[src/rtl/rrfp_pkg.sv]
// report frame parser package: frame layout, header and footer patterns, status codes
// and the structs passed between the front end, the command queue and the gate drain
// no dependencies
package rrfp_pkg;

  localparam int unsigned GATE_COUNT = 16;

  localparam int unsigned POS_W       = 6;
  localparam int unsigned GATES_AT_N  = 9;
  localparam int unsigned FOOTER_AT_N = GATES_AT_N + 2 * GATE_COUNT;
  localparam int unsigned FRAME_LEN_N = FOOTER_AT_N + 4;

  localparam logic [POS_W-1:0] HDR_LEN    = POS_W'(4);
  localparam logic [POS_W-1:0] POS_LEN_LO = POS_W'(4);
  localparam logic [POS_W-1:0] POS_LEN_HI = POS_W'(5);
  localparam logic [POS_W-1:0] POS_PRES   = POS_W'(6);
  localparam logic [POS_W-1:0] POS_DIST_LO = POS_W'(7);
  localparam logic [POS_W-1:0] POS_DIST_HI = POS_W'(8);
  localparam logic [POS_W-1:0] GATES_AT   = POS_W'(GATES_AT_N);
  localparam logic [POS_W-1:0] FOOTER_AT  = POS_W'(FOOTER_AT_N);
  localparam logic [POS_W-1:0] FRAME_LEN  = POS_W'(FRAME_LEN_N);
  localparam logic [POS_W-1:0] FTR_STORED_END = POS_W'(FRAME_LEN_N - 1);
  localparam logic [POS_W-1:0] BAD_LEN_AT = POS_W'(11);

  localparam logic [15:0] PAYLOAD_LEN = 16'(3 + 2 * GATE_COUNT);
  localparam logic [7:0]  PRESENT_CODE = 8'h01;
  localparam logic [3:0]  GATE_LAST = 4'(GATE_COUNT - 1);

  localparam logic [7:0] HDR_PAT [4] = '{8'hF4, 8'hF3, 8'hF2, 8'hF1};
  localparam logic [7:0] FTR_PAT [4] = '{8'hF8, 8'hF7, 8'hF6, 8'hF5};

  localparam int unsigned QDEPTH = 2;
  localparam int unsigned QPTR_W = 1;
  localparam int unsigned QCNT_W = 2;

  typedef enum logic [1:0] {
    ST_GOOD    = 2'd0,
    ST_BAD_LEN = 2'd1,
    ST_BAD_FTR = 2'd2
  } status_e;

  typedef struct packed {
    status_e     status;
    logic [7:0]  presence;
    logic [15:0] distance;
    logic        bank;
  } cmd_t;

  typedef struct packed {
    logic       en;
    logic       bank;
    logic [3:0] gate;
    logic       hi;
    logic [7:0] data;
  } gwr_t;

  typedef struct packed {
    logic en;
    logic bank;
  } rel_t;

endpackage

[src/rtl/rrfp_in_if.sv]
// byte channel into the report frame parser: valid, ready and one received byte per beat
// no dependencies
interface rrfp_in_if;
  logic       valid;
  logic       ready;
  logic [7:0] rx_byte;

  modport source (output valid, output rx_byte, input ready);
  modport sink (input valid, input rx_byte, output ready);
endinterface

[src/rtl/rrfp_out_if.sv]
// result channel out of the report frame parser: valid, ready and one gate or status beat
// no dependencies
interface rrfp_out_if;
  logic        valid;
  logic        ready;
  logic [1:0]  status;
  logic [7:0]  presence_code;
  logic        presence_detected;
  logic [15:0] target_distance;
  logic [3:0]  gate_index;
  logic [15:0] gate_energy;
  logic        last;

  modport source (output valid, output status, output presence_code,
                  output presence_detected, output target_distance, output gate_index,
                  output gate_energy, output last, input ready);
  modport sink (input valid, input status, input presence_code, input presence_detected,
                input target_distance, input gate_index, input gate_energy, input last,
                output ready);
endinterface

[src/rtl/rrfp_front.sv]
// byte front end: header hunt, length and payload capture, footer check, command push
// depends on rrfp_pkg and rrfp_in_if
module rrfp_front (
  input  logic              clk_i,
  input  logic              rst_ni,
  rrfp_in_if.sink           rx_i,
  input  logic              q_full_i,
  input  rrfp_pkg::rel_t    rel_i,
  output logic              push_o,
  output rrfp_pkg::cmd_t    cmd_o,
  output rrfp_pkg::gwr_t    gwr_o
);
  import rrfp_pkg::*;

  logic [POS_W-1:0] pos_q, pos_d;
  logic [POS_W-1:0] pos_inc;
  logic [POS_W-1:0] gate_off;
  logic [POS_W-1:0] ftr_off;
  logic [15:0]      len_q;
  logic [7:0]       pres_q;
  logic [15:0]      dist_q;
  logic [7:0]       ftr_q [3];
  logic [1:0]       busy_q;
  logic             wb_q;
  logic             accept;
  logic             ftr_ok;
  logic             in_body;

  assign rx_i.ready = !q_full_i && !busy_q[wb_q];
  assign accept     = rx_i.valid && rx_i.ready;
  assign pos_inc    = pos_q + POS_W'(1);
  assign gate_off   = pos_q - GATES_AT;
  assign ftr_off    = pos_q - FOOTER_AT;
  assign in_body    = (pos_q >= HDR_LEN) && (pos_q < FRAME_LEN);
  assign ftr_ok     = (ftr_q[0] == FTR_PAT[0]) && (ftr_q[1] == FTR_PAT[1]) &&
                      (ftr_q[2] == FTR_PAT[2]) && (rx_i.rx_byte == FTR_PAT[3]);

  always_comb begin
    pos_d          = pos_q;
    push_o         = 1'b0;
    cmd_o.status   = ST_GOOD;
    cmd_o.presence = pres_q;
    cmd_o.distance = dist_q;
    cmd_o.bank     = wb_q;
    gwr_o.en       = 1'b0;
    gwr_o.bank     = wb_q;
    gwr_o.gate     = gate_off[4:1];
    gwr_o.hi       = gate_off[0];
    gwr_o.data     = rx_i.rx_byte;
    if (accept) begin
      if (pos_q < HDR_LEN) begin
        if (rx_i.rx_byte == HDR_PAT[pos_q[1:0]]) begin
          pos_d = pos_inc;
        end else if (rx_i.rx_byte == HDR_PAT[0]) begin
          pos_d = POS_W'(1);
        end else begin
          pos_d = '0;
        end
      end else if (pos_q >= FRAME_LEN) begin
        pos_d = '0;
      end else begin
        pos_d    = pos_inc;
        gwr_o.en = (pos_q >= GATES_AT) && (pos_q < FOOTER_AT);
        if (len_q != PAYLOAD_LEN) begin
          if (pos_inc >= BAD_LEN_AT) begin
            pos_d        = '0;
            push_o       = 1'b1;
            cmd_o.status = ST_BAD_LEN;
          end
        end else if (pos_inc == FRAME_LEN) begin
          pos_d        = '0;
          push_o       = 1'b1;
          cmd_o.status = ftr_ok ? ST_GOOD : ST_BAD_FTR;
        end
      end
    end
  end

  always_ff @(posedge clk_i or negedge rst_ni) begin
    if (!rst_ni) begin
      pos_q  <= '0;
      len_q  <= '0;
      busy_q <= '0;
      wb_q   <= 1'b0;
    end else begin
      pos_q <= pos_d;
      if (accept && pos_q == POS_LEN_LO) begin
        len_q[7:0] <= rx_i.rx_byte;
      end
      if (accept && pos_q == POS_LEN_HI) begin
        len_q[15:8] <= rx_i.rx_byte;
      end
      if (rel_i.en) begin
        busy_q[rel_i.bank] <= 1'b0;
      end
      if (push_o && cmd_o.status == ST_GOOD) begin
        busy_q[wb_q] <= 1'b1;
        wb_q         <= !wb_q;
      end
    end
  end

  always_ff @(posedge clk_i) begin
    if (accept && in_body) begin
      if (pos_q == POS_PRES) begin
        pres_q <= rx_i.rx_byte;
      end
      if (pos_q == POS_DIST_LO) begin
        dist_q[7:0] <= rx_i.rx_byte;
      end
      if (pos_q == POS_DIST_HI) begin
        dist_q[15:8] <= rx_i.rx_byte;
      end
      if (pos_q >= FOOTER_AT && pos_q < FTR_STORED_END) begin
        ftr_q[ftr_off[1:0]] <= rx_i.rx_byte;
      end
    end
  end

  a_gate_bank_free: assert property (@(posedge clk_i) disable iff (!rst_ni)
    gwr_o.en |-> !busy_q[gwr_o.bank])
    else $error("gate write into a bank still draining");

  a_push_room: assert property (@(posedge clk_i) disable iff (!rst_ni)
    push_o |-> !q_full_i)
    else $error("command pushed into a full queue");

  a_pos_range: assert property (@(posedge clk_i) disable iff (!rst_ni)
    pos_q < FRAME_LEN)
    else $error("frame position past the end of the frame");

endmodule

[src/rtl/rrfp_queue.sv]
// two-entry command queue between the byte front end and the gate drain
// depends on rrfp_pkg
module rrfp_queue (
  input  logic           clk_i,
  input  logic           rst_ni,
  input  logic           push_i,
  input  rrfp_pkg::cmd_t cmd_i,
  input  logic           pop_i,
  output rrfp_pkg::cmd_t head_o,
  output logic           full_o,
  output logic           empty_o
);
  import rrfp_pkg::*;

  cmd_t              mem_q [QDEPTH];
  logic [QPTR_W-1:0] wr_q;
  logic [QPTR_W-1:0] rd_q;
  logic [QCNT_W-1:0] cnt_q;

  assign full_o  = (cnt_q == QCNT_W'(QDEPTH));
  assign empty_o = (cnt_q == '0);
  assign head_o  = mem_q[rd_q];

  always_ff @(posedge clk_i or negedge rst_ni) begin
    if (!rst_ni) begin
      wr_q  <= '0;
      rd_q  <= '0;
      cnt_q <= '0;
    end else begin
      if (push_i) begin
        wr_q <= wr_q + QPTR_W'(1);
      end
      if (pop_i) begin
        rd_q <= rd_q + QPTR_W'(1);
      end
      if (push_i && !pop_i) begin
        cnt_q <= cnt_q + QCNT_W'(1);
      end else if (pop_i && !push_i) begin
        cnt_q <= cnt_q - QCNT_W'(1);
      end
    end
  end

  always_ff @(posedge clk_i) begin
    if (push_i) begin
      mem_q[wr_q] <= cmd_i;
    end
  end

endmodule

[src/rtl/rrfp_back.sv]
// gate drain: two-bank gate energy store and the output register that sends one beat
// per gate of a good frame, or one status beat
// depends on rrfp_pkg and rrfp_out_if
module rrfp_back (
  input  logic           clk_i,
  input  logic           rst_ni,
  input  rrfp_pkg::gwr_t gwr_i,
  input  rrfp_pkg::cmd_t head_i,
  input  logic           empty_i,
  output logic           pop_o,
  output rrfp_pkg::rel_t rel_o,
  rrfp_out_if.source     res_o
);
  import rrfp_pkg::*;

  logic [7:0]  lo_q [2][16];
  logic [7:0]  hi_q [2][16];
  logic [3:0]  idx_q;
  logic        ov_q;
  logic        load;
  logic        good;
  logic        last_beat;
  logic [1:0]  status_q;
  logic [7:0]  pres_q;
  logic        det_q;
  logic [15:0] dist_q;
  logic [3:0]  gidx_q;
  logic [15:0] energy_q;
  logic        last_q;

  assign good      = (head_i.status == ST_GOOD);
  assign last_beat = !good || (idx_q == GATE_LAST);
  assign load      = !empty_i && (!ov_q || res_o.ready);
  assign pop_o     = load && last_beat;
  assign rel_o.en   = pop_o && good;
  assign rel_o.bank = head_i.bank;

  assign res_o.valid             = ov_q;
  assign res_o.status            = status_q;
  assign res_o.presence_code     = pres_q;
  assign res_o.presence_detected = det_q;
  assign res_o.target_distance   = dist_q;
  assign res_o.gate_index        = gidx_q;
  assign res_o.gate_energy       = energy_q;
  assign res_o.last              = last_q;

  always_ff @(posedge clk_i or negedge rst_ni) begin
    if (!rst_ni) begin
      ov_q  <= 1'b0;
      idx_q <= '0;
    end else begin
      if (load) begin
        ov_q  <= 1'b1;
        idx_q <= last_beat ? 4'd0 : idx_q + 4'd1;
      end else if (res_o.ready) begin
        ov_q <= 1'b0;
      end
    end
  end

  always_ff @(posedge clk_i) begin
    if (gwr_i.en) begin
      if (gwr_i.hi) begin
        hi_q[gwr_i.bank][gwr_i.gate] <= gwr_i.data;
      end else begin
        lo_q[gwr_i.bank][gwr_i.gate] <= gwr_i.data;
      end
    end
    if (load) begin
      status_q <= head_i.status;
      last_q   <= last_beat;
      if (good) begin
        pres_q   <= head_i.presence;
        det_q    <= (head_i.presence == PRESENT_CODE);
        dist_q   <= head_i.distance;
        gidx_q   <= idx_q;
        energy_q <= {hi_q[head_i.bank][idx_q], lo_q[head_i.bank][idx_q]};
      end else begin
        pres_q   <= '0;
        det_q    <= 1'b0;
        dist_q   <= '0;
        gidx_q   <= '0;
        energy_q <= '0;
      end
    end
  end

  a_status_last: assert property (@(posedge clk_i) disable iff (!rst_ni)
    (ov_q && status_q != ST_GOOD) |-> last_q)
    else $error("status beat not marked last");

  a_gate_range: assert property (@(posedge clk_i) disable iff (!rst_ni)
    ov_q |-> (gidx_q <= GATE_LAST))
    else $error("gate index beyond gate count");

  a_burst_gapless: assert property (@(posedge clk_i) disable iff (!rst_ni)
    (ov_q && res_o.ready && !last_q) |=> ov_q)
    else $error("gap inside a gate burst");

endmodule

[src/rtl/radar_report_frame_parser_top.sv]
// report frame parser top level: front end, command queue and gate drain
// one byte per cycle unless stalled; results pass the queue, then the output register
// a good frame drains GATE_COUNT beats, one per cycle while ready; a status, one beat
// input stalls only while both queue slots or the next gate bank are still draining
// async active-low reset clears position, length, queue, bank busy flags, output valid
// depends on rrfp_pkg, rrfp_in_if, rrfp_out_if, rrfp_front, rrfp_queue, rrfp_back
module radar_report_frame_parser_top (
  input  logic        clk_i,
  input  logic        rst_ni,
  rrfp_in_if.sink     rx_i,
  rrfp_out_if.source  res_o
);
  import rrfp_pkg::*;

  logic push;
  logic pop;
  logic q_full;
  logic q_empty;
  cmd_t cmd;
  cmd_t head;
  gwr_t gwr;
  rel_t rel;

  rrfp_front u_front (
    .clk_i    (clk_i),
    .rst_ni   (rst_ni),
    .rx_i     (rx_i),
    .q_full_i (q_full),
    .rel_i    (rel),
    .push_o   (push),
    .cmd_o    (cmd),
    .gwr_o    (gwr)
  );

  rrfp_queue u_queue (
    .clk_i   (clk_i),
    .rst_ni  (rst_ni),
    .push_i  (push),
    .cmd_i   (cmd),
    .pop_i   (pop),
    .head_o  (head),
    .full_o  (q_full),
    .empty_o (q_empty)
  );

  rrfp_back u_back (
    .clk_i   (clk_i),
    .rst_ni  (rst_ni),
    .gwr_i   (gwr),
    .head_i  (head),
    .empty_i (q_empty),
    .pop_o   (pop),
    .rel_o   (rel),
    .res_o   (res_o)
  );

endmodule
[src/flat_wrapper.sv]
// flat-port wrapper written by rule: the top's interface ports become plain ports
module radar_report_frame_parser_top_flat import rrfp_pkg::*;
  (clk_i, rst_ni, rx_i_valid, rx_i_rx_byte, rx_i_ready, res_o_valid, res_o_status, res_o_presence_code, res_o_presence_detected, res_o_target_distance, res_o_gate_index, res_o_gate_energy, res_o_last, res_o_ready);
  rrfp_in_if rx_i_i ();
  rrfp_out_if res_o_i ();
  input  logic clk_i;
  input  logic rst_ni;
  input wire logic [$bits(rx_i_i.valid)-1:0] rx_i_valid;
  input wire logic [$bits(rx_i_i.rx_byte)-1:0] rx_i_rx_byte;
  output wire logic [$bits(rx_i_i.ready)-1:0] rx_i_ready;
  output wire logic [$bits(res_o_i.valid)-1:0] res_o_valid;
  output wire logic [$bits(res_o_i.status)-1:0] res_o_status;
  output wire logic [$bits(res_o_i.presence_code)-1:0] res_o_presence_code;
  output wire logic [$bits(res_o_i.presence_detected)-1:0] res_o_presence_detected;
  output wire logic [$bits(res_o_i.target_distance)-1:0] res_o_target_distance;
  output wire logic [$bits(res_o_i.gate_index)-1:0] res_o_gate_index;
  output wire logic [$bits(res_o_i.gate_energy)-1:0] res_o_gate_energy;
  output wire logic [$bits(res_o_i.last)-1:0] res_o_last;
  input wire logic [$bits(res_o_i.ready)-1:0] res_o_ready;
  assign rx_i_i.valid = rx_i_valid;
  assign rx_i_i.rx_byte = rx_i_rx_byte;
  assign rx_i_ready = rx_i_i.ready;
  assign res_o_valid = res_o_i.valid;
  assign res_o_status = res_o_i.status;
  assign res_o_presence_code = res_o_i.presence_code;
  assign res_o_presence_detected = res_o_i.presence_detected;
  assign res_o_target_distance = res_o_i.target_distance;
  assign res_o_gate_index = res_o_i.gate_index;
  assign res_o_gate_energy = res_o_i.gate_energy;
  assign res_o_last = res_o_i.last;
  assign res_o_i.ready = res_o_ready;
  radar_report_frame_parser_top u_core (.clk_i(clk_i), .rst_ni(rst_ni), .rx_i(rx_i_i), .res_o(res_o_i));
endmodule
[config.mk]
export PLATFORM = sky130hd
export DESIGN_NAME = radar_report_frame_parser_top_flat
export DESIGN_NICKNAME = d
export VERILOG_FILES = /design/src/rtl/rrfp_pkg.sv /design/src/rtl/rrfp_in_if.sv /design/src/rtl/rrfp_out_if.sv /design/src/rtl/rrfp_front.sv /design/src/rtl/rrfp_queue.sv /design/src/rtl/rrfp_back.sv /design/src/rtl/radar_report_frame_parser_top.sv /design/src/flat_wrapper.sv
export SDC_FILE = /design/constraint.sdc
export NUM_CORES = 1
export LEC_CHECK = 0
export BUFFER_PORTS_ARGS = -buffer_cell sky130_fd_sc_hd__buf_4
export CAP_MARGIN = 30
export CORE_ASPECT_RATIO = 1.25
export CORE_MARGIN = 2
export CORE_UTILIZATION = 40
export CTS_BUF_LIST = sky130_fd_sc_hd__clkbuf_8
export CTS_CLUSTER_DIAMETER = 50
export CTS_CLUSTER_SIZE = 10
export DETAILED_ROUTE_END_ITERATION = 10
export GPL_TIMING_DRIVEN = 0
export SLEW_MARGIN = 20
export SYNTH_ARGS = -nofsm -noshare
export SYNTH_HDL_FRONTEND = slang
export SYNTH_SLANG_ARGS = --single-unit
[constraint.sdc]
create_clock -name clk_i -period 3.1 [get_ports clk_i]
set_input_delay 0.93 -clock clk_i [delete_from_list [all_inputs] [get_ports clk_i]]
set_output_delay 0.93 -clock clk_i [all_outputs]
set_load 0.05 [all_outputs]
==> metrics <==
Post-Syn Area 0.0272 mm^2; r2r endpoint u_core.u_back.hi_q[1][18]; Worst-path clk slew 0.07 ns; Synth Area in Compound Gates 4.09%; clk root buf clkbuf_8; worst hold slack 0.184 ns; share of cells above drive strength 1 19.8%; Worst R2R Path Depth 6; switching part of the total 28.8%; P per Cell Area 631 mW/mm^2; H-tree depth 3; Antenna Nets Post-Route 0; Synth Register Bits 696; most used routing layer met2; initial antenna violation count 2; Top FF cell, synth edfxtp_1; core area 0.0671 mm^2; Mapped Cells 1756; met3 Track Usage GR 3.07%; register area 0.0207 mm^2; critical path required time 3.42 ns; unrepaired setup endpoints after global routing yes; worst clock skew 0.0342 ns; clock network fraction of design power 28.4%; Post-CTS Hold Buffers 0; Final setup viols 0; dpl hpwl 43.9 mm; R2R Setup Slk 0.03 ns; largest net degree at the start of global routing 76; Total Power 19700 uW; Hold Crit Class input port to async pin; global-route track usage on met2 34.9%; first-pass GRT wire length 102 mm; Distinct cells, synth 51; Total GRT Usage 19.9%; total of fill cells in the finished design 5770; Adder-Cell Fraction of Synth Area 0.414%; Placer Congestion 0.920; post-route cell area 0.0312 mm^2; CP Launch Point u_core.u_front.pos_q[2]; DRT Pass-1 Iters 5; Startpoint Class flip-flop; routed len/inst 24.5 um; commonest non-fill, non-tap cell in the layout edfxtp_1; asr flop ratio synth 4.89%; final period utilization 99.1%; clock buffer count from CTS 80; gr ovfl total 0; DP Worst Slack -1.46 ns; IO Pins 62; final wirelength 69.6 mm; switching pwr 5670 uW; top achievable clock speed 326 MHz; synth-to-layout area growth 14.6%; CP max FO 10; met1 Resource Use GR 24.8%; Post-route DRC 0; CTS sink cnt 696; combinational family with the most area after synthesis simple AND/OR/NAND/NOR gates; final net count 1956; drt via density 5.59; clk_lat worst skew 0.69 ns; post-synthesis mux area share 6.76%; Die Area 0.0701 mm^2; port bufs 61; crit path kind flip-flop to flip-flop; Worst setup EP type flip-flop; most frequent cells in the layout edfxtp_1, nand2_1, nand3_1, mux2i_1, buf_4; logic gate share of total power 16.8%; slew margin rel. 29.1%; CTS tree done; maximum root-to-sink buffer count 3; Lkg Pwr 0.0105 uW; Fin. Hold Viols 0; Yosys Warn Count 0; vias in the first global route 15724; routed via count 15855; Post-Synth Simple-Gate Area 10.3%; R2R Path Start u_core.u_front.pos_q[2]; min cycle time layout 3.07 ns; footprint of the multi-input gates 0.00651 mm^2; Post-synth EDFFs 662; final setup slack of the worst path 0.0294 ns; Placed Area 0.0289 mm^2; VDD IR max 417 uV; Starting DRT DRC Count 1637; Max Cap Viol 0; row cnt 106; Synth Net Count 1777; sequential share of power 54.8%; Finished Layout Cells 2838; Die W 237 um; slew at the pin with the worst max-slew slack 1.06 ns; sequential share of the synthesized area 76.2%; XOR/XNOR Fraction of Synth Area 0.354%; outcome completed; placed cell count 2685; Int Pwr 14000 uW; Initial Util 40.5%; Die Y 296 um; pins over their slew limit 0; worst endpoint data arrival time 3.39 ns; Syn Area/Cell 15.5 um^2
worst max-delay path, cell delays in order (launching register included):
cell,delay (ns)
dfrtp_1,0.47
clkbuf_1,0.49
nor3_1,0.18
o21ai_0,0.26
o21ai_0,0.28
or3_1,0.56
nor2_2,0.45
state kept, by name, indices dropped and copies added, names as in the netlist, 4 cells and up:
register / cells
u_core.u_back.hi_q: 256
u_core.u_back.lo_q: 256
u_core.u_queue.mem_q: 54
u_core.u_front.ftr_q: 24
u_core.u_back.res_o.gate_energy: 16
u_core.u_back.res_o.target_distance: 16
u_core.u_front.dist_q: 16
u_core.u_front.len_q: 16
u_core.u_back.res_o.presence_code: 8
u_core.u_front.pres_q: 8
u_core.u_front.pos_q: 6
u_core.u_back.idx_q: 4
u_core.u_back.res_o.gate_index: 4
power by group through the flow:
stage | combinational, uW | sequential, uW | clock, uW
final | 3310 | 10800 | 5580
after global placement | 3190 | 11000 | 0
after detailed placement | 3280 | 11000 | 0
after CTS | 3300 | 10800 | 5700
after global routing | 3440 | 10800 | 6060
after floorplan | 1110 | 11800 | 0
through the flow:
stage	util, %	setup TNS [ns]
after floorplan	-	0
after detailed placement	43.0	-580.57
after global placement	42.9	-607.28
after CTS	46.3	0
final	46.5	0
after global routing	46.5	-3.53
worst max path at each step:
stage          depth (start not counted)                          to
6_report                               6   u_core.u_back.hi_q[1][18]
5_1_grt                                7   u_core.u_back.hi_q[1][18]
4_1_cts                               11   u_core.u_back.lo_q[1][80]
3_5_place_dp                          10   u_core.u_back.hi_q[0][85]
3_3_place_gp                          10  u_core.u_back.lo_q[1][110]
2_1_floorplan                          8     u_core.u_queue.cnt_q[1]
cells by family (layout without fill, tap and decap cells):
| logic type | count (synthesis) | after routing |
|---|---|---|
| simple gates | 632 | 632 |
| xor+xnor | 11 | 11 |
| buf+inv | 106 | 323 |
| other cells | 0 | 1 |
| mux | 141 | 141 |
| flops | 696 | 696 |
| compound gates | 161 | 161 |
| fa+ha+maj | 9 | 9 |
cell type report:
type | instances | area share [%]
timing repair buffer | 98 | 3.19
inverter | 8 | 0.116
clock inverter | 36 | 0.493
antenna | 1 | 0.00802
tap | 864 | 3.47
buffer | 97 | 1.70
sequential | 696 | 66.5
multi-input combinational | 954 | 20.9
clock buffer | 84 | 3.71
what timing repair did:
item                       CTS  global route
setup buffers               26             6
resized for setup          152            19
setup endpoints to repair  551           533
pin swaps                   22             7
hold endpoints to repair     0             0
layer usage:
metal	part of all wire, %	up-vias
met4	3.6	2
met5	0.013	-
met3	6.3	153
met1	39	8022
li1	-	7036
met2	51	642
synth_stat cells, drive strengths merged, types with 3 or more instances:
| cell | count | area share [%] |
|---|---|---|
| nand2 | 313 | 4.3 |
| o21ai | 18 | 0.33 |
| xor2 | 6 | 0.19 |
| and2 | 10 | 0.23 |
| edfxtp | 662 | 73 |
| nand3 | 108 | 2.0 |
| nand2b | 10 | 0.23 |
| and3 | 4 | 0.092 |
| nor4b | 5 | 0.16 |
| or3 | 4 | 0.092 |
| buf | 56 | 1.2 |
| a21o | 6 | 0.17 |
| mux4 | 32 | 2.6 |
| dfrtp | 34 | 3.1 |
| nor2b | 8 | 0.18 |
| xnor2 | 5 | 0.16 |
| ha | 9 | 0.41 |
| inv | 8 | 0.11 |
| nand4 | 16 | 0.37 |
| nor2 | 105 | 1.4 |
| nor3 | 14 | 0.26 |
| a32oi | 49 | 1.6 |
| mux2 | 19 | 0.80 |
| or2 | 5 | 0.11 |
| a21oi | 26 | 0.48 |
| nor4 | 6 | 0.16 |
| or4 | 17 | 0.47 |
| clkbuf | 42 | 0.58 |
| a31oi | 49 | 1.1 |
| nand3b | 3 | 0.083 |
| mux2i | 90 | 3.3 |
Power figures use the tool's default switching activity.
